--- config.mk ---
export PLATFORM = sky130hd
export DESIGN_NAME = sakv_seq
export DESIGN_NICKNAME = d
export VERILOG_FILES = /design/src/hw/rtl/sakv_pkg.sv /design/src/hw/rtl/sakv_seq.sv
export VERILOG_INCLUDE_DIRS = /design/src /design/src/hw/rtl
export SDC_FILE = /design/constraint.sdc
export NUM_CORES = 1
export LEC_CHECK = 0
export ABC_AREA = 1
export CAP_MARGIN = 20
export CORE_AREA = 5 5 193 195
export DETAILED_ROUTE_END_ITERATION = 8
export DIE_AREA = 0 0 198 200
export DONT_BUFFER_PORTS = 1
export PLACE_DENSITY_LB_ADDON = 0.05
export SLEW_MARGIN = 20
export SYNTH_ARGS = -nofsm -noshare
export SYNTH_HDL_FRONTEND = slang
export SYNTH_SLANG_ARGS = --single-unit
--- constraint.sdc ---
create_clock -name clock -period 10 [get_ports clock]
set_input_delay 3 -clock clock [delete_from_list [all_inputs] [get_ports clock]]
set_output_delay 3 -clock clock [all_outputs]
set_load 0.005 [all_outputs]
--- src/hw/rtl/set_assoc_fifo_key_value_cache_assert.svh ---
// Assertion macros used by the cache RTL sequencer, sakv_seq.
`ifndef SET_ASSOC_FIFO_KEY_VALUE_CACHE_ASSERT_SVH
`define SET_ASSOC_FIFO_KEY_VALUE_CACHE_ASSERT_SVH

`ifndef SYNTHESIS

// prop must hold at every rising clock edge outside reset
`define SAKV_ASSERT(lbl, clk, rst, prop) \
   lbl: assert property (@(posedge clk) disable iff (rst) prop) \
      else $error("sakv assertion failed");

// cond must never be true outside reset
`define SAKV_ASSERT_NEVER(lbl, clk, rst, cond) \
   lbl: assert property (@(posedge clk) disable iff (rst) !(cond)) \
      else $error("sakv forbidden condition seen");

`else

`define SAKV_ASSERT(lbl, clk, rst, prop)
`define SAKV_ASSERT_NEVER(lbl, clk, rst, cond)

`endif

`endif

--- src/hw/rtl/sakv_pkg.sv ---
`timescale 1ns / 1ps
`default_nettype none

package sakv_pkg;

   localparam int SET_BITS   = 8;
   localparam int WAYS       = 4;
   localparam int KEY_BITS   = 64;
   localparam int VALUE_BITS = 64;

   localparam int SETS      = 2 ** SET_BITS;
   localparam int WAY_BITS  = (WAYS > 1) ? $clog2(WAYS) : 1;
   localparam int FILL_BITS = $clog2(WAYS + 1);
   localparam int ADDR_BITS = SET_BITS + WAY_BITS;

   localparam int SET_IDX_W = 8;
   localparam int KEY_W     = 64;
   localparam int VALUE_W   = 64;

   localparam logic MODE_LOOKUP = 1'b0;
   localparam logic MODE_INSERT = 1'b1;

   typedef struct packed {
      logic                 mode;
      logic [SET_IDX_W-1:0] set_index;
      logic [KEY_W-1:0]     key;
      logic [VALUE_W-1:0]   value;
   } req_type;

   typedef struct packed {
      logic               hit;
      logic [VALUE_W-1:0] value_out;
   } rsp_type;

   typedef struct packed {
      logic [FILL_BITS-1:0] fill;
      logic [WAY_BITS-1:0]  next;
   } meta_type;

   typedef struct packed {
      logic                en;
      logic [SET_BITS-1:0] set_sel;
      meta_type            meta;
   } meta_wr_type;

   typedef struct packed {
      logic                  en;
      logic [ADDR_BITS-1:0]  addr;
      logic [KEY_BITS-1:0]   key;
      logic [VALUE_BITS-1:0] value;
   } way_wr_type;

   // low SET_BITS of the set index field, zero filled if SET_BITS is wider
   function automatic logic [SET_BITS-1:0] set_of(input logic [SET_IDX_W-1:0] idx);
      logic [SET_BITS+SET_IDX_W-1:0] ext;
      ext = {{SET_BITS{1'b0}}, idx};
      return ext[SET_BITS-1:0];
   endfunction

endpackage

`default_nettype wire

--- src/hw/rtl/sakv_seq.sv ---
`timescale 1ns / 1ps
`default_nettype none

module sakv_seq (
   input  logic                            clock,
   input  logic                            reset,
   input  logic                            req_valid,
   output logic                            req_stall,
   input  sakv_pkg::req_type               req,
   output logic                            rsp_valid,
   input  logic                            rsp_stall,
   output sakv_pkg::rsp_type               rsp,
   output logic [sakv_pkg::SET_BITS-1:0]   meta_rd_set,
   input  sakv_pkg::meta_type              rd_meta,
   output sakv_pkg::meta_wr_type           meta_wr,
   output logic [sakv_pkg::ADDR_BITS-1:0]  way_rd_addr,
   input  logic [sakv_pkg::KEY_BITS-1:0]   rd_key,
   input  logic [sakv_pkg::VALUE_BITS-1:0] rd_value,
   output sakv_pkg::way_wr_type            way_wr
);

`include "set_assoc_fifo_key_value_cache_assert.svh"

   localparam int FB = sakv_pkg::FILL_BITS;
   localparam int WB = sakv_pkg::WAY_BITS;

   localparam logic [1:0] ST_IDLE = 2'd0;
   localparam logic [1:0] ST_META = 2'd1;
   localparam logic [1:0] ST_CMP  = 2'd2;
   localparam logic [1:0] ST_DONE = 2'd3;

   logic [1:0]                      state_ff, state_in;
   logic                            mode_ff, mode_in;
   logic [sakv_pkg::SET_BITS-1:0]   set_ff, set_in;
   logic [sakv_pkg::KEY_BITS-1:0]   key_ff, key_in;
   logic [sakv_pkg::VALUE_BITS-1:0] val_ff, val_in;
   logic [FB-1:0]                   fill_ff, fill_in;
   logic [WB-1:0]                   next_ff, next_in;
   logic [FB-1:0]                   way_ff, way_in;
   logic                            hit_ff, hit_in;
   logic [sakv_pkg::VALUE_BITS-1:0] out_ff, out_in;
   logic                            rsp_valid_ff, rsp_valid_in;
   sakv_pkg::rsp_type               rsp_ff, rsp_in;

   logic               req_accept;
   logic               key_match;
   logic               decide;
   logic               found;
   logic               out_free;
   logic [FB-1:0]      way_nx;
   sakv_pkg::meta_type cur_meta;

   assign req_stall   = (state_ff != ST_IDLE);
   assign req_accept  = req_valid && !req_stall;
   assign meta_rd_set = sakv_pkg::set_of(req.set_index);
   assign key_match   = (rd_key == key_ff);
   assign way_nx      = way_ff + FB'(1);
   assign out_free    = !rsp_valid_ff || !rsp_stall;
   assign way_rd_addr = {set_ff, way_in[WB-1:0]};

   always_comb begin
      cur_meta.fill = fill_ff;
      cur_meta.next = next_ff;
      if (state_ff == ST_META) begin
         cur_meta = rd_meta;
      end
   end

   always_comb begin
      state_in = state_ff;
      mode_in  = mode_ff;
      set_in   = set_ff;
      key_in   = key_ff;
      val_in   = val_ff;
      fill_in  = fill_ff;
      next_in  = next_ff;
      way_in   = way_ff;
      hit_in   = hit_ff;
      out_in   = out_ff;
      decide   = 1'b0;
      found    = 1'b0;

      case (state_ff)
         ST_IDLE: begin
            if (req_accept) begin
               mode_in  = req.mode;
               set_in   = sakv_pkg::set_of(req.set_index);
               key_in   = req.key[sakv_pkg::KEY_BITS-1:0];
               val_in   = req.value[sakv_pkg::VALUE_BITS-1:0];
               state_in = ST_META;
            end
         end
         ST_META: begin
            fill_in = rd_meta.fill;
            next_in = rd_meta.next;
            way_in  = '0;
            if (rd_meta.fill == '0) begin
               decide = 1'b1;
            end else begin
               state_in = ST_CMP;
            end
         end
         ST_CMP: begin
            // one way per cycle through the shared comparator
            if (key_match) begin
               decide = 1'b1;
               found  = 1'b1;
            end else if (way_nx == fill_ff) begin
               decide = 1'b1;
            end else begin
               way_in = way_nx;
            end
         end
         ST_DONE: begin
            if (out_free) begin
               state_in = ST_IDLE;
            end
         end
         default: begin
            state_in = ST_IDLE;
         end
      endcase

      if (decide) begin
         hit_in   = found;
         out_in   = (found && mode_ff == sakv_pkg::MODE_LOOKUP) ? rd_value : '0;
         state_in = out_free ? ST_IDLE : ST_DONE;
      end
   end

   // output register: loaded straight from the decision or later from hold
   always_comb begin
      rsp_valid_in = rsp_valid_ff;
      rsp_in       = rsp_ff;
      if (rsp_valid_ff && !rsp_stall) begin
         rsp_valid_in = 1'b0;
      end
      if (decide && out_free) begin
         rsp_valid_in     = 1'b1;
         rsp_in.hit       = found;
         rsp_in.value_out = sakv_pkg::VALUE_W'(out_in);
      end else if (state_ff == ST_DONE && out_free) begin
         rsp_valid_in     = 1'b1;
         rsp_in.hit       = hit_ff;
         rsp_in.value_out = sakv_pkg::VALUE_W'(out_ff);
      end
   end

   // insert miss: fill the way under the FIFO pointer, bump pointer and count
   always_comb begin
      way_wr.en    = decide && !found && (mode_ff == sakv_pkg::MODE_INSERT);
      way_wr.addr  = {set_ff, cur_meta.next};
      way_wr.key   = key_ff;
      way_wr.value = val_ff;

      meta_wr.en      = way_wr.en;
      meta_wr.set_sel = set_ff;
      meta_wr.meta.next = (cur_meta.next == WB'(sakv_pkg::WAYS - 1)) ?
                          '0 : cur_meta.next + WB'(1);
      meta_wr.meta.fill = (cur_meta.fill == FB'(sakv_pkg::WAYS)) ?
                          cur_meta.fill : cur_meta.fill + FB'(1);
   end

   always_ff @(posedge clock) begin
      if (reset) begin
         state_ff     <= ST_IDLE;
         rsp_valid_ff <= 1'b0;
      end else begin
         state_ff     <= state_in;
         rsp_valid_ff <= rsp_valid_in;
      end
   end

   always_ff @(posedge clock) begin
      mode_ff <= mode_in;
      set_ff  <= set_in;
      key_ff  <= key_in;
      val_ff  <= val_in;
      fill_ff <= fill_in;
      next_ff <= next_in;
      way_ff  <= way_in;
      hit_ff  <= hit_in;
      out_ff  <= out_in;
      rsp_ff  <= rsp_in;
   end

   assign rsp_valid = rsp_valid_ff;
   assign rsp       = rsp_ff;

   `SAKV_ASSERT(a_cmp_in_fill, clock, reset, (state_ff == ST_CMP) |-> (way_ff < fill_ff))
   `SAKV_ASSERT(a_fill_sat, clock, reset, (state_ff == ST_CMP) |-> (fill_ff <= FB'(sakv_pkg::WAYS)))
   `SAKV_ASSERT(a_wr_insert, clock, reset, way_wr.en |-> (mode_ff == sakv_pkg::MODE_INSERT))
   `SAKV_ASSERT(a_busy_after, clock, reset, req_accept |=> (state_ff == ST_META))
   `SAKV_ASSERT_NEVER(a_value_no_hit, clock, reset, rsp_valid_ff && !rsp_ff.hit && (rsp_ff.value_out != '0))

endmodule

`default_nettype wire

Word level (Yosys, flattened, before mapping) --
Cells that the tools add are included.
Word-level totals: register bits 278, word-level logic and storage cells 77, input port bits 274, output and inout bits 238
Operators by class: reduce and logical (&&, ||, !) cells 22, multiplexer cells 25, bitwise operators 1, eq/ne operators 12, $add $sub $neg 3
Operators by type and width (count):
- two-way mux 65 bit | 2
- two-way mux 64 bit | 2
- equality test 64 bit | 1
- two-way mux 2 bit | 6
- two-way mux 3 bit | 3
- != test 3 bit, second input constant | 3
- two-way mux 1 bit | 8
- logical AND 1 bit | 7
- adder 3 x 1 -> 3 bit, second input constant | 2
- equality test 2 bit, second input constant | 3
- case mux 2 bit (3 select lines) | 1
- case mux 3 bit (2 select lines) | 1
- nonzero test 2 bit | 3
- two-way mux 5 bit | 1
- zero test 1 bit | 4
- != test 2 bit, second input constant | 2
- AND reduction 4 bit | 1
- nonzero test 4 bit | 1
- equality test 3 bit | 1
- equality test 3 bit, second input constant | 1
- zero test 3 bit | 1
- AND reduction 3 bit | 1
- nonzero test 3 bit | 1
- adder 2 x 1 -> 2 bit, second input constant | 1
- 6 further kinds | 6

Longest topological paths before layout --
Gate-level depths: netlist of the first run.
word-level depth 7, mapped depth 17, mapped depth without buffers 17

Least setup slack after synthesis of the first run --
Ideal clock, no wire load.
kind input -> register, start point in rsp_stall, end point reg rsp_ff (netlist bit rsp[0]) (enable), data required time 9420 ps, path slack 1632 ps, buffers on the path 0, arrival 7788 ps, stages on the path 3, setup time 580 ps, cells stage by stage nand2_1 inv_1 o21ai_0
Between the ends: longest elaborated chain between the ends 4, elaborated cells between the ends (all ways) 5, classes of those cells reduce/logical (5)
RTL lines:
- start, declared | RTL line sakv_seq.sv:11 | input logic rsp_stall,
- zero test 1 bit (*) | RTL line sakv_seq.sv:58 | assign out_free = !rsp_valid_ff || !rsp_stall;
- logical OR 1 bit (*) | RTL line sakv_seq.sv:58
- logical AND 1 bit (on tied branches) | RTL line sakv_seq.sv:138, sakv_seq.sv:142
- nonzero test 2 bit (no source line) (*)
- end signal, assigned | RTL line sakv_seq.sv:184 | rsp_ff <= rsp_in;
- end, declared | RTL line sakv_seq.sv:43 | sakv_pkg::rsp_type rsp_ff, rsp_in;
Mark *: on every way between the ends. The rest lies on a longest branch, timed or not. A chain may end at the register's enable or synchronous reset.

==> flow_metrics.py, run 1 <==
metrics = {
    "run_status": {
        "status": "completed",
    },
    "synth": {
        "ys_seq_area_share_pct": 67.9,
        "synthCells": 1014,
        "syn_area_um2": 11300,
        "synth.net_count": 1295,
        "syn_area_per_cell_um2": 11.1,
        "ys_types": 30,
        "yosysWarningCount": 0,
        "ys_ff_latch": 278,
    },
    "floorplanning": {
        "rows": 69,
        "die_w_um": 198,
        "pin_count": 512,
        "initial_core_util_pct": 32.0,
        "die_h_um": 200,
        "fp.dieArea_um2": 39600,
        "coreArea_um2": 35200,
    },
    "hold_path": {
        "min_path_cells": 2,
        "hp-start": "out_ff[33]$_DFF_P_",
        "min_to": "out_ff[33]$_DFF_P_",
        "hold_class": "reg -> reg",
    },
    "sta": {
        "layout_min_cycle_time_ns": 7.82,
        "rsz0062_at_grt": "no",
        "finClkSkew_ns": 0.0202,
        "worst_pin_slew_ns": 1.00,
        "final.setup.tns_ns": 0,
        "max_freq_mhz": 128,
        "hold_ws_ns": 0.464,
        "maxSlewViolCount": 0,
        "slew_headroom_pct": 33.3,
        "fin_crit_sh_pct": 78.2,
        "setup_violations": 0,
        "hold_violations": 0,
    },
    "place": {
        "gp_congestion": 0.818,
        "io_buffers": 0,
        "dp_hpwl_um": 25100,
        "placed_cells": 1421,
    },
    "cts": {
        "cts.sinks": 278,
        "numCtsBuffers": 34,
        "cts_root_buffer": "clkbuf_16",
        "postCtsSetupBuffers": 0,
        "cts_hold_buf": 0,
        "clock_latency_ns": 0.51,
        "cts_tree": "built",
        "max-clock-path-buffers": 3,
        "cts_resized": 0,
        "clk_pin_slew_ns": 0.06,
        "htreeDepth": 2,
    },
    "worst_setup_path": {
        "crit_arrival_ns": 4.82,
        "r2r_slack_ns": 6.46,
        "ff2ff_path_depth": 15,
        "max_stage_delay_ns": 0.45,
        "crit_type": "in -> out",
        "reg2reg_from": "key_ff[9]$_DFFE_PP_",
        "critPathCaptureType": "output port",
        "worst_path_max_delay_cell": "nor3_1",
        "cp_max_fo": 8,
        "worst_setup_path_start_kind": "input port",
        "rr_endpoint": "rsp[6]$_DFFE_PP_",
        "worstPathRequired_ns": 7.00,
        "crit_chain": "nor2_1 -> nor2_1 -> nor2_1 -> nand2_1 -> nor2_1 -> nand2_1 -> nor2_1 -> nand2_1 -> nand2_2 -> nand2_2 -> nand2_1 -> nand2_1 -> nor3_1",
    },
    "cells_and_area": {
        "post-route-util_pct": 36.0,
        "fin_nets": 1277,
        "drive_above_1_share_pct": 6.86,
        "layout_common_cells": "209 x edfxtp_1, 170 x inv_1, 168 x nand2_1",
        "syn_to_final_growth_pct": 12.5,
        "final_cell_count_no_fill": 1483,
        "layout_commonest_cell": "edfxtp_1",
    },
    "global_routing": {
        "grt_pass1_wl_um": 48200,
        "grt_util_met1_pct": 18.6,
        "grt_max_degree": 85,
        "overflow": 0,
        "grtUsageMet2_pct": 28.0,
        "antenna_found_initial": 7,
        "grt_usage_pct": 16.7,
        "use_met3_pct": 7.84,
        "top_usage_layer": "met2",
        "grt_pass1_vias": 6954,
    },
    "job": {
        "maxCapViolCount": 0,
    },
    "drt": {
        "viasPerCell": 4.70,
        "post_drt_wl_per_cell_um": 23.4,
        "drtAntennaViolNets": 0,
        "drt_iter0_drc": 313,
        "routed_wl_um": 34700,
        "drc": 0,
        "vias": 6969,
        "first_pass_iters": 4,
    },
    "pwr": {
        "p_leak_nw": 5.13,
        "powerDensity_nw_per_um2": 285,
        "finalPower_mw": 3.61,
        "irDropWorstVdd_uv": 124,
    },
}
[power by group]
group | leakage, nW | switching [mW] | internal (mW) | total [mW]
sequential | 2.54 | 0.165 | 1.62 | 1.79
combinational | 2.04 | 0.353 | 0.196 | 0.550
clock | 0.547 | 0.485 | 0.791 | 1.28
total | 5.13 | 1.00 | 2.61 | 3.61
[cells in the mapped netlist, drive strengths merged]
| cell | count | area, um^2 |
|---|---|---|
| a21oi | 6 | 41.3 |
| buf | 43 | 334 |
| o21bai | 2 | 15.0 |
| ha | 7 | 87.6 |
| or2 | 1 | 6.26 |
| xnor2 | 1 | 8.76 |
| xor2 | 12 | 105 |
| nand3b | 63 | 473 |
| o22ai | 63 | 394 |
| o2111ai | 1 | 8.76 |
| o31ai | 2 | 15.0 |
| nand3 | 4 | 25.0 |
| inv | 173 | 649 |
| edfxtp | 209 | 6280 |
| dfxtp | 69 | 1380 |
| o211ai | 1 | 7.51 |
| clkbuf | 18 | 67.6 |
| nor3 | 2 | 10.0 |
| nor2 | 95 | 359 |
| nand2 | 170 | 643 |
| mux2i | 1 | 10.0 |
| o21ai | 71 | 355 |
[cell type report]
cell class,instances,area (um^2)
multi-input cells,502,2580
clock inverters,16,228
clock buffers,45,933
well taps,461,577
repair buffers,7,52.6
flip-flops and latches,278,7660
diodes,1,2.50
inverters,173,654
fillers,3451,22500
[registers in the layout (all words and copies together), names as in the netlist]
| signal | cells |
|---|---|
| fill_ff | 3 |
| hit_ff | 1 |
| key_ff | 64 |
| mode_ff | 1 |
| next_ff | 2 |
| out_ff | 64 |
| rsp | 65 |
| rsp_valid | 1 |
| set_ff | 8 |
| state_ff | 2 |
| val_ff | 64 |
| way_ff | 3 |
[per-stage QoR]
step           instance area, um^2  worst slack [ns]
6_report                     12700              2.18
3_3_place_gp                 11500              2.16
4_1_cts                      12700              2.14
5_1_grt                      12700              1.89
2_1_floorplan                11300              1.63
3_5_place_dp                 11500              2.14
[critical path: cells and delay by family]
family | cells | cell delay (ns)
simple gates | 13 | 1.82
[worst max path at each step]
stage,end,slack (ns),cells past startpoint,start
floorplan,rsp[0]$_DFFE_PP_,1.63,3,rsp_stall
global placement,meta_wr[13],2.16,13,rd_key[9]
detailed placement,meta_wr[13],2.14,13,rd_key[9]
CTS,meta_wr[13],2.14,13,rd_key[9]
global route,meta_wr[13],1.89,13,rd_key[9]
finish,meta_wr[13],2.18,13,rd_key[9]
[logic make-up (layout without fill, tap and decap cells)]
kind of cell / after synthesis / in the layout / synth area share, %
AO/OA/AOI/OAI: 146 / 146 / 7.43
XOR/XNOR: 13 / 13 / 1.01
adder cells (fa/ha/maj): 7 / 7 / 0.777
buffers and inverters: 234 / 241 / 9.32
flip-flops: 278 / 278 / 67.9
multiplexers: 1 / 1 / 0.0888
other: 0 / 1 / 0
AND/OR/NAND/NOR: 335 / 335 / 13.5
[layer usage]
layer / routed length (um) / vias up
met1: 12800 / 3244
met2: 17000 / 344
met4: 1000 / 6
met5: 41 / -
li1: - / 3310
met3: 3880 / 65
Note: power is estimated with default switching activity, not from simulation.
==> run 2, diff against run 1 <==
--- a/config.mk
+++ b/config.mk
@@ -6,11 +6,11 @@
 export SDC_FILE = /design/constraint.sdc
 export NUM_CORES = 1
 export LEC_CHECK = 0
-export ABC_AREA = 1
+export ABC_AREA = 0
 export CAP_MARGIN = 20
-export CORE_AREA = 5 5 193 195
+export CORE_AREA = 5 5 197 199
 export DETAILED_ROUTE_END_ITERATION = 8
-export DIE_AREA = 0 0 198 200
+export DIE_AREA = 0 0 202 204
 export DONT_BUFFER_PORTS = 1
 export PLACE_DENSITY_LB_ADDON = 0.05
 export SLEW_MARGIN = 20
==> constraint.sdc (replaced) <==
create_clock -name clock -period 7.4 [get_ports clock]
set_input_delay 2.22 -clock clock [delete_from_list [all_inputs] [get_ports clock]]
set_output_delay 2.22 -clock clock [all_outputs]
set_load 0.005 [all_outputs]
==> flow_metrics.py, run 2 <==
metrics = {
    "cells_and_area": {
        "multi_input_area_um2": 2380,
        "largest_register_ff_count": 65,
        "drive_above_1_share_pct": 11.2,
        "fillers": 3578,
        "layout_commonest_cell": "edfxtp_1",
        "regArea_um2": 7660,
        "syn_to_final_growth_pct": 13.1,
        "fin_nets": 889,
        "layout_common_cells": "209 x edfxtp_1, 127 x a22o_1, 69 x xnor2_1, 69 x dfxtp_1, 35 x clkbuf_16",
        "final_cell_count_no_fill": 1109,
    },
    "cts": {
        "cts_resized": 0,
        "htreeDepth": 2,
        "cts_hold_buf": 0,
        "clock_latency_ns": 0.52,
        "clk_pin_slew_ns": 0.05,
        "postCtsSetupBuffers": 0,
        "cts_tree": "built",
        "cts.sinks": 278,
        "numCtsBuffers": 34,
        "cts_root_buffer": "clkbuf_16",
        "max-clock-path-buffers": 3,
    },
    "drt": {
        "post_drt_wl_per_cell_um": 30.5,
        "drc": 0,
        "drt_iter0_drc": 244,
        "routed_wl_um": 33800,
        "viasPerCell": 4.91,
        "drtAntennaViolNets": 0,
        "vias": 5442,
        "first_pass_iters": 4,
    },
    "floorplanning": {
        "coreArea_um2": 37000,
        "initial_core_util_pct": 28.1,
        "pin_count": 512,
        "fp.dieArea_um2": 41200,
        "die_w_um": 202,
        "die_h_um": 204,
        "rows": 71,
    },
    "hold_path": {
        "hold_class": "reg -> reg",
        "min_path_cells": 2,
        "min_to": "out_ff[0]$_DFF_P_",
        "hp-start": "out_ff[0]$_DFF_P_",
    },
    "synth": {
        "synth_edf_count": 209,
        "synth.most_common_cell": "edfxtp_1",
        "synth.top_cells.by_area": "edfxtp_1 60%, dfxtp_1 13%, a22o_1 11%",
        "synth_common_cells": "209 x edfxtp_1, 127 x a22o_1, 69 x dfxtp_1, 69 x xnor2_1, 27 x buf_4",
        "ys_types": 41,
        "synthCells": 619,
        "yosysWarningCount": 0,
        "synth.net_count": 900,
        "ys_ff_latch": 278,
        "synthArstFlopShare_pct": 0,
        "synth_area_leader_cell": "edfxtp_1",
        "yosysTopAreaCellShare_pct": 60.3,
        "syn_area_um2": 10400,
        "syn_area_per_cell_um2": 16.8,
        "ys_seq_area_share_pct": 73.6,
        "dominantRegCellSynth": "edfxtp_1",
    },
    "sta": {
        "worst_pin_slew_ns": 1.07,
        "setup_slack_ns": 0.946,
        "hold_violations": 0,
        "max_freq_mhz": 155,
        "slew_headroom_pct": 28.7,
        "fin_crit_sh_pct": 87.2,
        "final.setup.tns_ns": 0,
        "maxSlewViolCount": 0,
        "layout_min_cycle_time_ns": 6.45,
        "hold_ws_ns": 0.467,
        "setup_violations": 0,
        "finClkSkew_ns": 0.0156,
        "rsz0062_at_grt": "no",
    },
    "pwr": {
        "clkPwrFrac_pct": 37.6,
        "internal_power_mw": 2.98,
        "pwr-share-seq_pct": 52.4,
        "irDropWorstVdd_uv": 189,
        "power_frac_comb_pct": 10.0,
        "netSwitchingFraction_pct": 27.2,
        "power_switching_mw": 1.11,
        "p_leak_nw": 4.01,
        "powerDensity_nw_per_um2": 347,
    },
    "job": {
        "maxCapViolCount": 0,
    },
    "worst_setup_path": {
        "ff2ff_path_depth": 9,
        "worstPathRequired_ns": 5.18,
        "critPathCaptureType": "output port",
        "worst_path_max_delay_cell": "and4_1",
        "crit_chain": "xnor2_1 -> nand4_1 -> nor4_2 -> buf_4 -> and4_1 -> o21ai_4 -> nor3b_1",
        "cp_max_fo": 8,
        "reg2reg_from": "key_ff[53]$_DFFE_PP_",
        "cp_num_cells": 7,
        "crit_family": "simple AND/OR/NAND/NOR gates",
        "max_stage_delay_ns": 0.51,
        "crit_type": "in -> out",
        "path_buf_inv": 1,
        "worst_setup_path_start_kind": "input port",
        "crit_arrival_ns": 4.23,
        "rr_endpoint": "rsp[27]$_DFFE_PP_",
        "r2r_slack_ns": 3.80,
    },
    "global_routing": {
        "grt_pass1_wl_um": 45900,
        "grt_pass1_vias": 5660,
        "grt_max_degree": 79,
        "grt_usage_pct": 15.6,
        "overflow": 0,
        "antenna_found_initial": 9,
    },
    "place": {
        "gp_congestion": 0.786,
        "place_ws_ns": 0.866,
        "dp_hpwl_um": 25800,
        "io_buffers": 0,
        "placed_cells": 1046,
    },
    "run_status": {
        "status": "completed",
    },
}
## run 2: logic make-up after synthesis
| kind of cell | Yosys count | share of synthesized area (%) |
|---|---|---|
| AOI/OAI and AO/OA | 144 | 11.9 |
| xor gates and xnor gates | 70 | 5.89 |
| adders and majority gates | 7 | 0.842 |
| buffers and inverters | 66 | 3.91 |
| DFF | 278 | 73.6 |
| muxes | 9 | 0.890 |
| and+or+nand+nor | 45 | 2.99 |
## run 2: layout make-up
| type | instances | area share [%] |
|---|---|---|
| inverters | 11 | 0.351 |
| repair buffers | 8 | 0.510 |
| clock inverters | 16 | 0.766 |
| multi-input cells | 275 | 20.2 |
| diodes | 3 | 0.0638 |
| clock buffers | 44 | 7.99 |
| flip-flops and latches | 278 | 65.1 |
| well taps | 474 | 5.04 |
## run 2: worst max-delay path by stage
stage | from | endpoint | slack, ns
4_1_cts | rd_key[46] | meta_wr[13] | 0.86
6_report | rd_key[53] | meta_wr[13] | 0.95
2_1_floorplan | rd_key[43] | rsp[0]$_DFFE_PP_ | 0.16
5_1_grt | rd_key[46] | meta_wr[13] | 0.77
3_5_place_dp | rd_key[46] | way_wr[138] | 0.87
3_3_place_gp | rd_key[46] | meta_wr[13] | 0.91
## run 2: power groups by stage
stage	registers [mW]	logic, mW	clock network, mW
final	2.14	0.410	1.54
after global routing	2.16	0.450	1.66
after floorplan	2.10	0.335	0
after global placement	2.19	0.416	0
after CTS	2.16	0.419	1.60
after detailed placement	2.19	0.417	0
## run 2: layer usage
metal | vias to the layer above | share of wire, % | track usage (%)
li1 | 2379 | - | -
met1 | 2676 | 34 | 16.0
met2 | 309 | 51 | 26.6
met3 | 68 | 9.6 | 7.33
met4 | 10 | 4.2 | 8.03
met5 | - | 0.22 | 0
## run 2: worst reg2reg max path: cells and delay by family, from the launching register on
| family | cells | cell delay [ns] |
|---|---|---|
| compound gates | 2 | 0.39 |
| buf+inv | 3 | 1.02 |
| simple gates | 3 | 1.06 |
| flops | 1 | 0.46 |
| xor+xnor | 1 | 0.28 |
## run 2: per-stage QoR
stage | utilization (%) | total power, mW | cell area [um^2]
global placement | 29.0 | 2.61 | 10700
floorplan | - | 2.44 | 10400
CTS | 31.7 | 4.18 | 11800
detailed placement | 29.0 | 2.61 | 10700
global route | 31.8 | 4.27 | 11800
finish | 31.8 | 4.09 | 11800
